[config.mk]
export PLATFORM = sky130hd
export DESIGN_NAME = weekly_alarm_table_matcher_core
export DESIGN_NICKNAME = d
export VERILOG_FILES = /design/src/hdl/watm_pkg.sv /design/src/hdl/weekly_alarm_table_matcher_core.sv /design/src/hdl/watm_ctrl.sv /design/src/hdl/watm_dp.sv
export VERILOG_INCLUDE_DIRS = /design/src /design/src/hdl
export SDC_FILE = /design/constraint.sdc
export NUM_CORES = 1
export LEC_CHECK = 0
export BUFFER_PORTS_ARGS = -buffer_cell sky130_fd_sc_hd__buf_4
export CORE_UTILIZATION = 35
export CTS_BUF_LIST = sky130_fd_sc_hd__clkbuf_4
export CTS_CLUSTER_SIZE = 14
export DETAILED_ROUTE_END_ITERATION = 10
export PLACE_DENSITY = 0.6
export SLEW_MARGIN = 20
export SYNTH_ARGS = -nofsm -noshare
export SYNTH_HDL_FRONTEND = slang
export SYNTH_SLANG_ARGS = --single-unit
[constraint.sdc]
create_clock -name clk -period 7.1 [get_ports clk]
set_input_delay 1.065 -clock clk [delete_from_list [all_inputs] [get_ports clk]]
set_output_delay 1.065 -clock clk [all_outputs]
set_load 0.05 [all_outputs]
[src/hdl/weekly_alarm_table_matcher_core_macros.svh]
// Assertion helpers for the asserting file, the core top.
`ifndef WEEKLY_ALARM_TABLE_MATCHER_CORE_MACROS_SVH
`define WEEKLY_ALARM_TABLE_MATCHER_CORE_MACROS_SVH

// same-cycle implication
`define WATM_ASSERT_NOW(lbl, ante, cons, msg) \
  lbl: assert property (@(posedge clk) disable iff (rst) (ante) |-> (cons)) \
    else $error(msg);

// next-cycle implication
`define WATM_ASSERT_NEXT(lbl, ante, cons, msg) \
  lbl: assert property (@(posedge clk) disable iff (rst) (ante) |=> (cons)) \
    else $error(msg);

`endif

[src/hdl/watm_pkg.sv]
`default_nettype none
package watm_pkg;

  localparam int SLOT_COUNT_DEF = 8;

  localparam logic [1:0] ACT_WRITE = 2'd0;
  localparam logic [1:0] ACT_READ  = 2'd1;
  localparam logic [1:0] ACT_TICK  = 2'd2;

  localparam logic [1:0] STAT_OFF   = 2'd0;
  localparam logic [1:0] STAT_NONE  = 2'd1;
  localparam logic [1:0] STAT_FOUND = 2'd2;

  localparam int KEY_W = 22;
  localparam int POS_W = 14;
  localparam logic [POS_W-1:0] WEEK_MINUTES = 14'd10080;

  typedef struct packed {
    logic [1:0] action;
    logic [7:0] slot_index;
    logic       write_enabled;
    logic [2:0] write_weekday;
    logic [4:0] write_hour;
    logic [5:0] write_minute;
    logic       clock_valid;
    logic [9:0] now_year;
    logic [8:0] now_day_of_year;
    logic [2:0] now_weekday;
    logic [4:0] now_hour;
    logic [5:0] now_minute;
  } in_word_t;

  typedef struct packed {
    logic        start_request;
    logic [1:0]  schedule_status;
    logic [2:0]  next_weekday;
    logic [4:0]  next_hour;
    logic [5:0]  next_minute;
    logic [13:0] minutes_until_next;
    logic        read_enabled;
    logic [2:0]  read_weekday;
    logic [4:0]  read_hour;
    logic [5:0]  read_minute;
  } out_word_t;

  typedef struct packed {
    logic       en;
    logic [2:0] wd;
    logic [4:0] hr;
    logic [5:0] mn;
  } slot_t;

  typedef enum logic [2:0] {
    ST_IDLE,
    ST_DECODE,
    ST_WALK,
    ST_DRAIN,
    ST_FINISH
  } state_t;

  typedef struct packed {
    logic capture;
    logic mem_write;
    logic read_issue;
    logic prep;
    logic walk_issue;
    logic load_out;
  } cmd_t;

  typedef struct packed {
    logic [1:0] action;
    logic       clock_valid;
    logic       walk_last;
    logic       pipe_busy;
  } sts_t;

endpackage
`default_nettype wire

[src/hdl/weekly_alarm_table_matcher_core.sv]
// Channel  Handshake              Payload
// in       in_valid / in_stall    watm_pkg::in_word_t
// out      out_valid / out_stall  watm_pkg::out_word_t
//
// A tick with a valid clock walks the slot table through the single read port of the
// slot store, one slot per cycle.
// Writes, reads and other words go from the decode state straight to the finish state.
// Reset empties the slot table and clears the last trigger key.
// A stalled result waits in the output register while the next word is taken.
`default_nettype none
`include "weekly_alarm_table_matcher_core_macros.svh"
module weekly_alarm_table_matcher_core #(
  parameter int SLOT_COUNT = watm_pkg::SLOT_COUNT_DEF
) (
  input  logic                 clk,
  input  logic                 rst,
  input  logic                 in_valid,
  output logic                 in_stall,
  input  watm_pkg::in_word_t   in_word,
  output logic                 out_valid,
  input  logic                 out_stall,
  output watm_pkg::out_word_t  out_word
);

  watm_pkg::cmd_t cmd;
  watm_pkg::sts_t sts;

  watm_ctrl u_ctrl (
    .clk       (clk),
    .rst       (rst),
    .in_valid  (in_valid),
    .in_stall  (in_stall),
    .out_valid (out_valid),
    .out_stall (out_stall),
    .sts       (sts),
    .cmd       (cmd)
  );

  watm_dp #(
    .SLOT_COUNT (SLOT_COUNT)
  ) u_dp (
    .clk      (clk),
    .rst      (rst),
    .in_word  (in_word),
    .cmd      (cmd),
    .sts      (sts),
    .out_word (out_word)
  );

  `WATM_ASSERT_NEXT(a_busy_after_accept, in_valid && !in_stall, in_stall, "word taken while busy")
  `WATM_ASSERT_NOW(a_no_overwrite, cmd.load_out, !out_valid || !out_stall, "result overwritten")
  `WATM_ASSERT_NOW(a_start_has_slot, out_valid && out_word.start_request,
    out_word.schedule_status == watm_pkg::STAT_FOUND, "start without scheduled slot")
  `WATM_ASSERT_NOW(a_found_dist, out_valid && out_word.schedule_status == watm_pkg::STAT_FOUND,
    out_word.minutes_until_next != '0 && out_word.minutes_until_next <= watm_pkg::WEEK_MINUTES,
    "distance out of week")

endmodule
`default_nettype wire

[src/hdl/watm_ctrl.sv]
`default_nettype none
module watm_ctrl (
  input  logic              clk,
  input  logic              rst,
  input  logic              in_valid,
  output logic              in_stall,
  output logic              out_valid,
  input  logic              out_stall,
  input  watm_pkg::sts_t    sts,
  output watm_pkg::cmd_t    cmd
);

  watm_pkg::state_t state, state_next;

  always_ff @(posedge clk) begin
    if (rst) begin
      state     <= watm_pkg::ST_IDLE;
      out_valid <= 1'b0;
    end else begin
      state <= state_next;
      if (cmd.load_out) begin
        out_valid <= 1'b1;
      end else if (!out_stall) begin
        out_valid <= 1'b0;
      end
    end
  end

  always_comb begin
    state_next = state;
    cmd        = '0;
    in_stall   = 1'b1;
    case (state)
      watm_pkg::ST_IDLE: begin
        in_stall = 1'b0;
        if (in_valid) begin
          cmd.capture = 1'b1;
          state_next  = watm_pkg::ST_DECODE;
        end
      end
      watm_pkg::ST_DECODE: begin
        state_next = watm_pkg::ST_FINISH;
        case (sts.action)
          watm_pkg::ACT_WRITE: cmd.mem_write = 1'b1;
          watm_pkg::ACT_READ:  cmd.read_issue = 1'b1;
          watm_pkg::ACT_TICK: begin
            if (sts.clock_valid) begin
              cmd.prep   = 1'b1;
              state_next = watm_pkg::ST_WALK;
            end
          end
          default: ;
        endcase
      end
      watm_pkg::ST_WALK: begin
        cmd.walk_issue = 1'b1;
        if (sts.walk_last) begin
          state_next = watm_pkg::ST_DRAIN;
        end
      end
      watm_pkg::ST_DRAIN: begin
        if (!sts.pipe_busy) begin
          state_next = watm_pkg::ST_FINISH;
        end
      end
      watm_pkg::ST_FINISH: begin
        if (!out_valid || !out_stall) begin
          cmd.load_out = 1'b1;
          state_next   = watm_pkg::ST_IDLE;
        end
      end
      default: state_next = watm_pkg::ST_IDLE;
    endcase
  end

endmodule
`default_nettype wire

[src/hdl/watm_dp.sv]
`default_nettype none
module watm_dp #(
  parameter int SLOT_COUNT = watm_pkg::SLOT_COUNT_DEF
) (
  input  logic                 clk,
  input  logic                 rst,
  input  watm_pkg::in_word_t   in_word,
  input  watm_pkg::cmd_t       cmd,
  output watm_pkg::sts_t       sts,
  output watm_pkg::out_word_t  out_word
);

  localparam int AW = (SLOT_COUNT > 1) ? $clog2(SLOT_COUNT) : 1;
  localparam int KW = watm_pkg::KEY_W;
  localparam int PW = watm_pkg::POS_W;
  localparam logic [8:0] SLOT_LIM = 9'(SLOT_COUNT);
  localparam logic [AW-1:0] LAST_ADDR = AW'(SLOT_COUNT - 1);

  function automatic logic [PW-1:0] week_pos(input logic [2:0] wd, input logic [4:0] hr,
                                             input logic [5:0] mn);
    logic [2:0] w;
    logic [4:0] h;
    logic [5:0] m;
    w = (wd == 3'd7) ? 3'd0 : wd;
    h = (hr >= 5'd24) ? (hr - 5'd24) : hr;
    m = (mn >= 6'd60) ? (mn - 6'd60) : mn;
    return PW'(w) * PW'(1440) + PW'(h) * PW'(60) + PW'(m);
  endfunction

  watm_pkg::in_word_t item;
  watm_pkg::slot_t    mem [SLOT_COUNT];
  logic [SLOT_COUNT-1:0] vld;
  watm_pkg::slot_t    rd_slot;
  logic               rd_hit;
  watm_pkg::slot_t    slot_q;
  logic               in_range;
  logic [AW-1:0]      req_addr;
  logic [AW-1:0]      raddr;
  logic [AW-1:0]      cnt;
  logic               wr_en;
  logic               rd_en;
  logic               v1;
  logic               v2;
  logic [11:0]        year_sum;
  logic [KW-1:0]      ka;
  logic [KW-1:0]      kb;
  logic [KW-1:0]      key;
  logic [KW-1:0]      last_key;
  logic [PW-1:0]      now_pos;
  logic               s1_en;
  logic               s1_eq;
  logic [PW-1:0]      s1_pos;
  logic [2:0]         s1_wd;
  logic [4:0]         s1_hr;
  logic [5:0]         s1_mn;
  logic [PW:0]        delta_wide;
  logic [PW-1:0]      delta;
  logic               found;
  logic               start;
  logic [PW-1:0]      best;
  logic [2:0]         nwd;
  logic [4:0]         nhr;
  logic [5:0]         nmn;
  watm_pkg::out_word_t res;

  always_ff @(posedge clk) begin
    if (cmd.capture) begin
      item <= in_word;
    end
  end

  assign in_range = {1'b0, item.slot_index} < SLOT_LIM;
  assign req_addr = item.slot_index[AW-1:0];
  assign wr_en    = cmd.mem_write && in_range;
  assign rd_en    = (cmd.read_issue && in_range) || cmd.walk_issue;
  assign raddr    = cmd.walk_issue ? cnt : req_addr;

  always_ff @(posedge clk) begin
    if (wr_en) begin
      mem[req_addr] <= {item.write_enabled, item.write_weekday,
                        item.write_hour, item.write_minute};
    end
    if (rd_en) begin
      rd_slot <= mem[raddr];
      rd_hit  <= vld[raddr];
    end
  end

  always_ff @(posedge clk) begin
    if (rst) begin
      vld <= '0;
    end else if (wr_en) begin
      vld[req_addr] <= 1'b1;
    end
  end

  assign slot_q = rd_hit ? rd_slot : '0;

  always_ff @(posedge clk) begin
    if (rst) begin
      v1 <= 1'b0;
      v2 <= 1'b0;
    end else begin
      v1 <= cmd.walk_issue;
      v2 <= v1;
    end
    if (cmd.prep) begin
      cnt <= '0;
    end else if (cmd.walk_issue) begin
      cnt <= cnt + 1'b1;
    end
  end

  assign year_sum = 12'(item.now_year) + 12'd1900;

  always_ff @(posedge clk) begin
    if (cmd.prep) begin
      ka      <= KW'(year_sum) * KW'(1000);
      kb      <= KW'(item.now_day_of_year) * KW'(1440) + KW'(item.now_hour) * KW'(60)
                 + KW'(item.now_minute);
      now_pos <= week_pos(item.now_weekday, item.now_hour, item.now_minute);
    end
  end

  assign key = ka + kb;

  always_ff @(posedge clk) begin
    s1_en  <= slot_q.en;
    s1_eq  <= (slot_q.wd == item.now_weekday) && (slot_q.hr == item.now_hour)
              && (slot_q.mn == item.now_minute);
    s1_pos <= week_pos(slot_q.wd, slot_q.hr, slot_q.mn);
    s1_wd  <= (slot_q.wd == 3'd7) ? 3'd0 : slot_q.wd;
    s1_hr  <= (slot_q.hr >= 5'd24) ? (slot_q.hr - 5'd24) : slot_q.hr;
    s1_mn  <= (slot_q.mn >= 6'd60) ? (slot_q.mn - 6'd60) : slot_q.mn;
  end

  assign delta_wide = (s1_pos > now_pos) ? ({1'b0, s1_pos} - {1'b0, now_pos})
                    : ({1'b0, s1_pos} + {1'b0, watm_pkg::WEEK_MINUTES} - {1'b0, now_pos});
  assign delta = delta_wide[PW-1:0];

  always_ff @(posedge clk) begin
    if (rst) begin
      last_key <= '0;
      found    <= 1'b0;
      start    <= 1'b0;
      best     <= '0;
      nwd      <= '0;
      nhr      <= '0;
      nmn      <= '0;
    end else if (cmd.prep) begin
      found <= 1'b0;
      start <= 1'b0;
      best  <= '0;
      nwd   <= '0;
      nhr   <= '0;
      nmn   <= '0;
    end else if (v2 && s1_en) begin
      if (s1_eq && (key != last_key)) begin
        last_key <= key;
        start    <= 1'b1;
      end
      if (!found || (delta < best)) begin
        found <= 1'b1;
        best  <= delta;
        nwd   <= s1_wd;
        nhr   <= s1_hr;
        nmn   <= s1_mn;
      end
    end
  end

  always_comb begin
    res = '0;
    case (item.action)
      watm_pkg::ACT_READ: begin
        if (in_range) begin
          res.read_enabled = slot_q.en;
          res.read_weekday = slot_q.wd;
          res.read_hour    = slot_q.hr;
          res.read_minute  = slot_q.mn;
        end
      end
      watm_pkg::ACT_TICK: begin
        if (item.clock_valid) begin
          res.start_request      = start;
          res.schedule_status    = found ? watm_pkg::STAT_FOUND : watm_pkg::STAT_NONE;
          res.next_weekday       = nwd;
          res.next_hour          = nhr;
          res.next_minute        = nmn;
          res.minutes_until_next = best;
        end
      end
      default: ;
    endcase
  end

  always_ff @(posedge clk) begin
    if (cmd.load_out) begin
      out_word <= res;
    end
  end

  assign sts.action      = item.action;
  assign sts.clock_valid = item.clock_valid;
  assign sts.walk_last   = (cnt == LAST_ADDR);
  assign sts.pipe_busy   = v1 || v2;

endmodule
`default_nettype wire

==> results.json <==
{
  "outcome": "finished, final reports clean",
  "synth-main-ff-cell": "edfxtp_1",
  "synth_seq_area_share": 0.457,
  "yosysUniqueCellTypes": 78,
  "drc": 0,
  "report.final.slew_viol_count": 0,
  "via_count": 15400,
  "grt_pass1_wl_um": 81500,
  "grt_util_all_layers": 0.151,
  "clk_latency_ps": 860,
  "antenna_found_initial": 2,
  "cts-htree-levels": 3,
  "arrival_ps": 6710,
  "grt_max_degree": 78,
  "reg2reg_from": "u_dp.item[25]$_DFFE_PP_",
  "start_util": 0.356,
  "hpwl_um": 37900,
  "cts_root_buffer": "clkbuf_4",
  "path_buf_inv": 6,
  "seq_area_um2": 10800,
  "min-delay-start": "in_word[32]",
  "crit_fanout": 5,
  "firstDrtPassIters": 7,
  "rows": 94,
  "timing.critical_path.mode_cell": "inv_1",
  "r2r_slack_ps": 990,
  "cts_tree": "done",
  "holdBufCountCts": 0,
  "ant_nets": 0,
  "async_flop_share": 0,
  "hold_path_class": "in -> reg",
  "synthesis.area_um2": 23600,
  "clockBufferDepth": 3,
  "pin_count": 111,
  "start_kind": "flip-flop",
  "fmax_ghz": 0.164,
  "post-cts-setup-buffer-count": 0,
  "die_w_um": 262,
  "vias_per_cell": 4.85,
  "slew_headroom": 0.269,
  "yosysWarnings": 0,
  "die_h_um": 262,
  "final_cell_mix": "294 x edfxtp_1, 245 x inv_1, 236 x ha_1",
  "avgSynthCellArea_um2": 11.6,
  "nets": 2600,
  "tightest_slew_ps": 1090,
  "r2r_end": "u_dp.ka[21]$_DFFE_PP_",
  "holdPathEnd": "u_dp.item[32]$_DFFE_PP_",
  "cp.required_ps": 7710,
  "cp-end-kind": "flip-flop",
  "max_cap_viol_count": 0,
  "gp_congestion": 0.862,
  "skew_ps": 95.6,
  "min_path_cells": 1,
  "multiInputGateArea_um2": 11800,
  "netlist_instances": 2035,
  "avgRoutedWirePerCell_um": 16.0,
  "overflow": 0,
  "nFillCells": 6310,
  "core_area_um2": 66200,
  "fp.dieArea_um2": 68400,
  "ff2ff_path_depth": 21,
  "cts.sinks": 391,
  "crit_family": "adder cells",
  "cts-resized-gates": 0,
  "tns_ps": 0,
  "post-route-period-util": 0.860,
  "drive_gt1_frac": 0.164,
  "synth-edff-count": 294,
  "drt_iter0_drc": 761,
  "synth_seq_cells": 391,
  "path_cells": "inv_1 -> ha_1 -> inv_1 -> a21oi_1 -> xor2_1 -> inv_1 -> fa_1 -> fa_1 -> inv_1 -> fa_1 -> inv_1 -> fa_1 -> inv_1 -> ha_1 -> nand3_1 -> a211oi_1 -> o311ai_0 -> a21boi_0 -> o21a_1 -> nor4_1 -> a311o_1",
  "critPathKind": "reg -> reg",
  "hold_viol_final": 0,
  "min_period_ps": 6110,
  "crit_path_top_delay_cell": "fa_1",
  "crit_path_max_incr_delay_ps": 550,
  "syn_nets": 2418,
  "setup_violations": 0,
  "clkSlewWorstSetupHoldPaths_ps": 80,
  "rsz0062_at_grt": "no",
  "cts_buffers": 105,
  "grt_pass1_vias": 15800,
  "startpoint": "u_dp.item[25]$_DFFE_PP_",
  "area_growth_pct": 14.3,
  "final_common_cell": "edfxtp_1",
  "port_buffers": 110,
  "finalWirelength_um": 50800
}
[Yosys cell counts, types with 12 or more instances]
| cell | count | area share |
|---|---|---|
| a21o_1 | 30 | 0.0096 |
| nand2b_1 | 23 | 0.0061 |
| nor2_1 | 151 | 0.024 |
| mux2i_1 | 35 | 0.015 |
| o21a_1 | 19 | 0.0060 |
| edfxtp_1 | 294 | 0.37 |
| nor2b_1 | 16 | 0.0042 |
| a21oi_1 | 111 | 0.024 |
| o21ai_0 | 57 | 0.012 |
| o21bai_1 | 29 | 0.0092 |
| inv_1 | 246 | 0.039 |
| a211oi_1 | 16 | 0.0051 |
| mux4_2 | 32 | 0.031 |
| nand2_1 | 81 | 0.013 |
| fa_1 | 84 | 0.071 |
| clkbuf_1 | 33 | 0.0053 |
| and3_1 | 12 | 0.0032 |
| xor2_1 | 44 | 0.016 |
| nand3_1 | 34 | 0.0072 |
| ha_1 | 236 | 0.13 |
| xnor2_1 | 113 | 0.042 |
| mux2_2 | 18 | 0.0086 |
| nor3_1 | 30 | 0.0064 |
| o21ai_1 | 12 | 0.0025 |
| nand4_1 | 12 | 0.0032 |
| dfxtp_1 | 97 | 0.082 |
| and2_1 | 28 | 0.0074 |
[sequential cells by signal, summed over array words and instances, names as in the netlist, 3 cells and up]
register       cells
u_ctrl.state       3
u_dp.best         14
u_dp.cnt           3
u_dp.item         56
u_dp.ka           19
u_dp.kb           20
u_dp.last_key     22
u_dp.mem         120
u_dp.nhr           5
u_dp.nmn           6
u_dp.now_pos      14
u_dp.nwd           3
u_dp.out_word     46
u_dp.rd_slot      15
u_dp.s1_hr         5
u_dp.s1_mn         4
u_dp.s1_pos       14
u_dp.s1_wd         3
u_dp.sts           3
u_dp.vld           8
[through the flow]
stage	worst slack, ps	hold WS [ps]	utilization	std cells	cell area, um^2
after floorplan	1450	432	-	2035	23600
after global placement	1050	445	0.385	2974	25500
after detailed placement	944	457	0.385	2974	25500
after CTS	937	292	0.407	3168	26900
after global routing	534	305	0.407	3172	27000
final	994	389	0.407	3172	27000
[layout make-up]
class,instances,area share
antenna,4,0.000371
clock inverter,45,0.0130
multi-input combinational,1350,0.437
tap,864,0.0401
clock buffer,149,0.0415
timing repair buffer,123,0.0343
sequential,391,0.400
inverter,246,0.0343
[worst max-delay path by stage]
stage                                  endpoint  slack, ps  cells after the start
after floorplan           u_dp.ka[21]$_DFFE_PP_       1450                     21
after global placement    u_dp.ka[21]$_DFFE_PP_       1050                     21
after detailed placement  u_dp.ka[21]$_DFFE_PP_        940                     21
after CTS                 u_dp.ka[21]$_DFFE_PP_        940                     21
after global routing      u_dp.ka[21]$_DFFE_PP_        530                     21
final                     u_dp.ka[21]$_DFFE_PP_        990                     21
[metal layers]
layer,global-route usage,share of wire
met1,0.199,0.46
met2,0.247,0.47
met3,0.0293,0.048
met4,0.0544,0.023
met5,0,0.00018
[worst reg2reg max path, stage by stage (launching register included)]
cell and delay, ps:
edfxtp_1 460, inv_1 170, ha_1 200, inv_1 80, a21oi_1 220, xor2_1 480, inv_1 190, fa_1 510
fa_1 550, inv_1 50, fa_1 520, inv_1 50, fa_1 530, inv_1 40, ha_1 350, nand3_1 80
a211oi_1 310, o311ai_0 220, a21boi_0 290, o21a_1 180, nor4_1 50, a311o_1 320
[cell families (layout without fill, tap and decap cells)]
logic type / count (synthesis) / in the layout / synth area share
other: 1 / 5 / 0.000159
XOR/XNOR: 158 / 158 / 0.0593
AND/OR/NAND/NOR: 434 / 434 / 0.0891
flip-flops: 391 / 391 / 0.457
adder cells (fa/ha/maj): 320 / 320 / 0.197
multiplexers: 85 / 85 / 0.0540
buffers and inverters: 294 / 563 / 0.0478
AO/OA/AOI/OAI: 352 / 352 / 0.0964
Power is left out: the tool's default activity adds up to more than one toggle a clock period on the data nets, which glitch-free logic cannot reach.
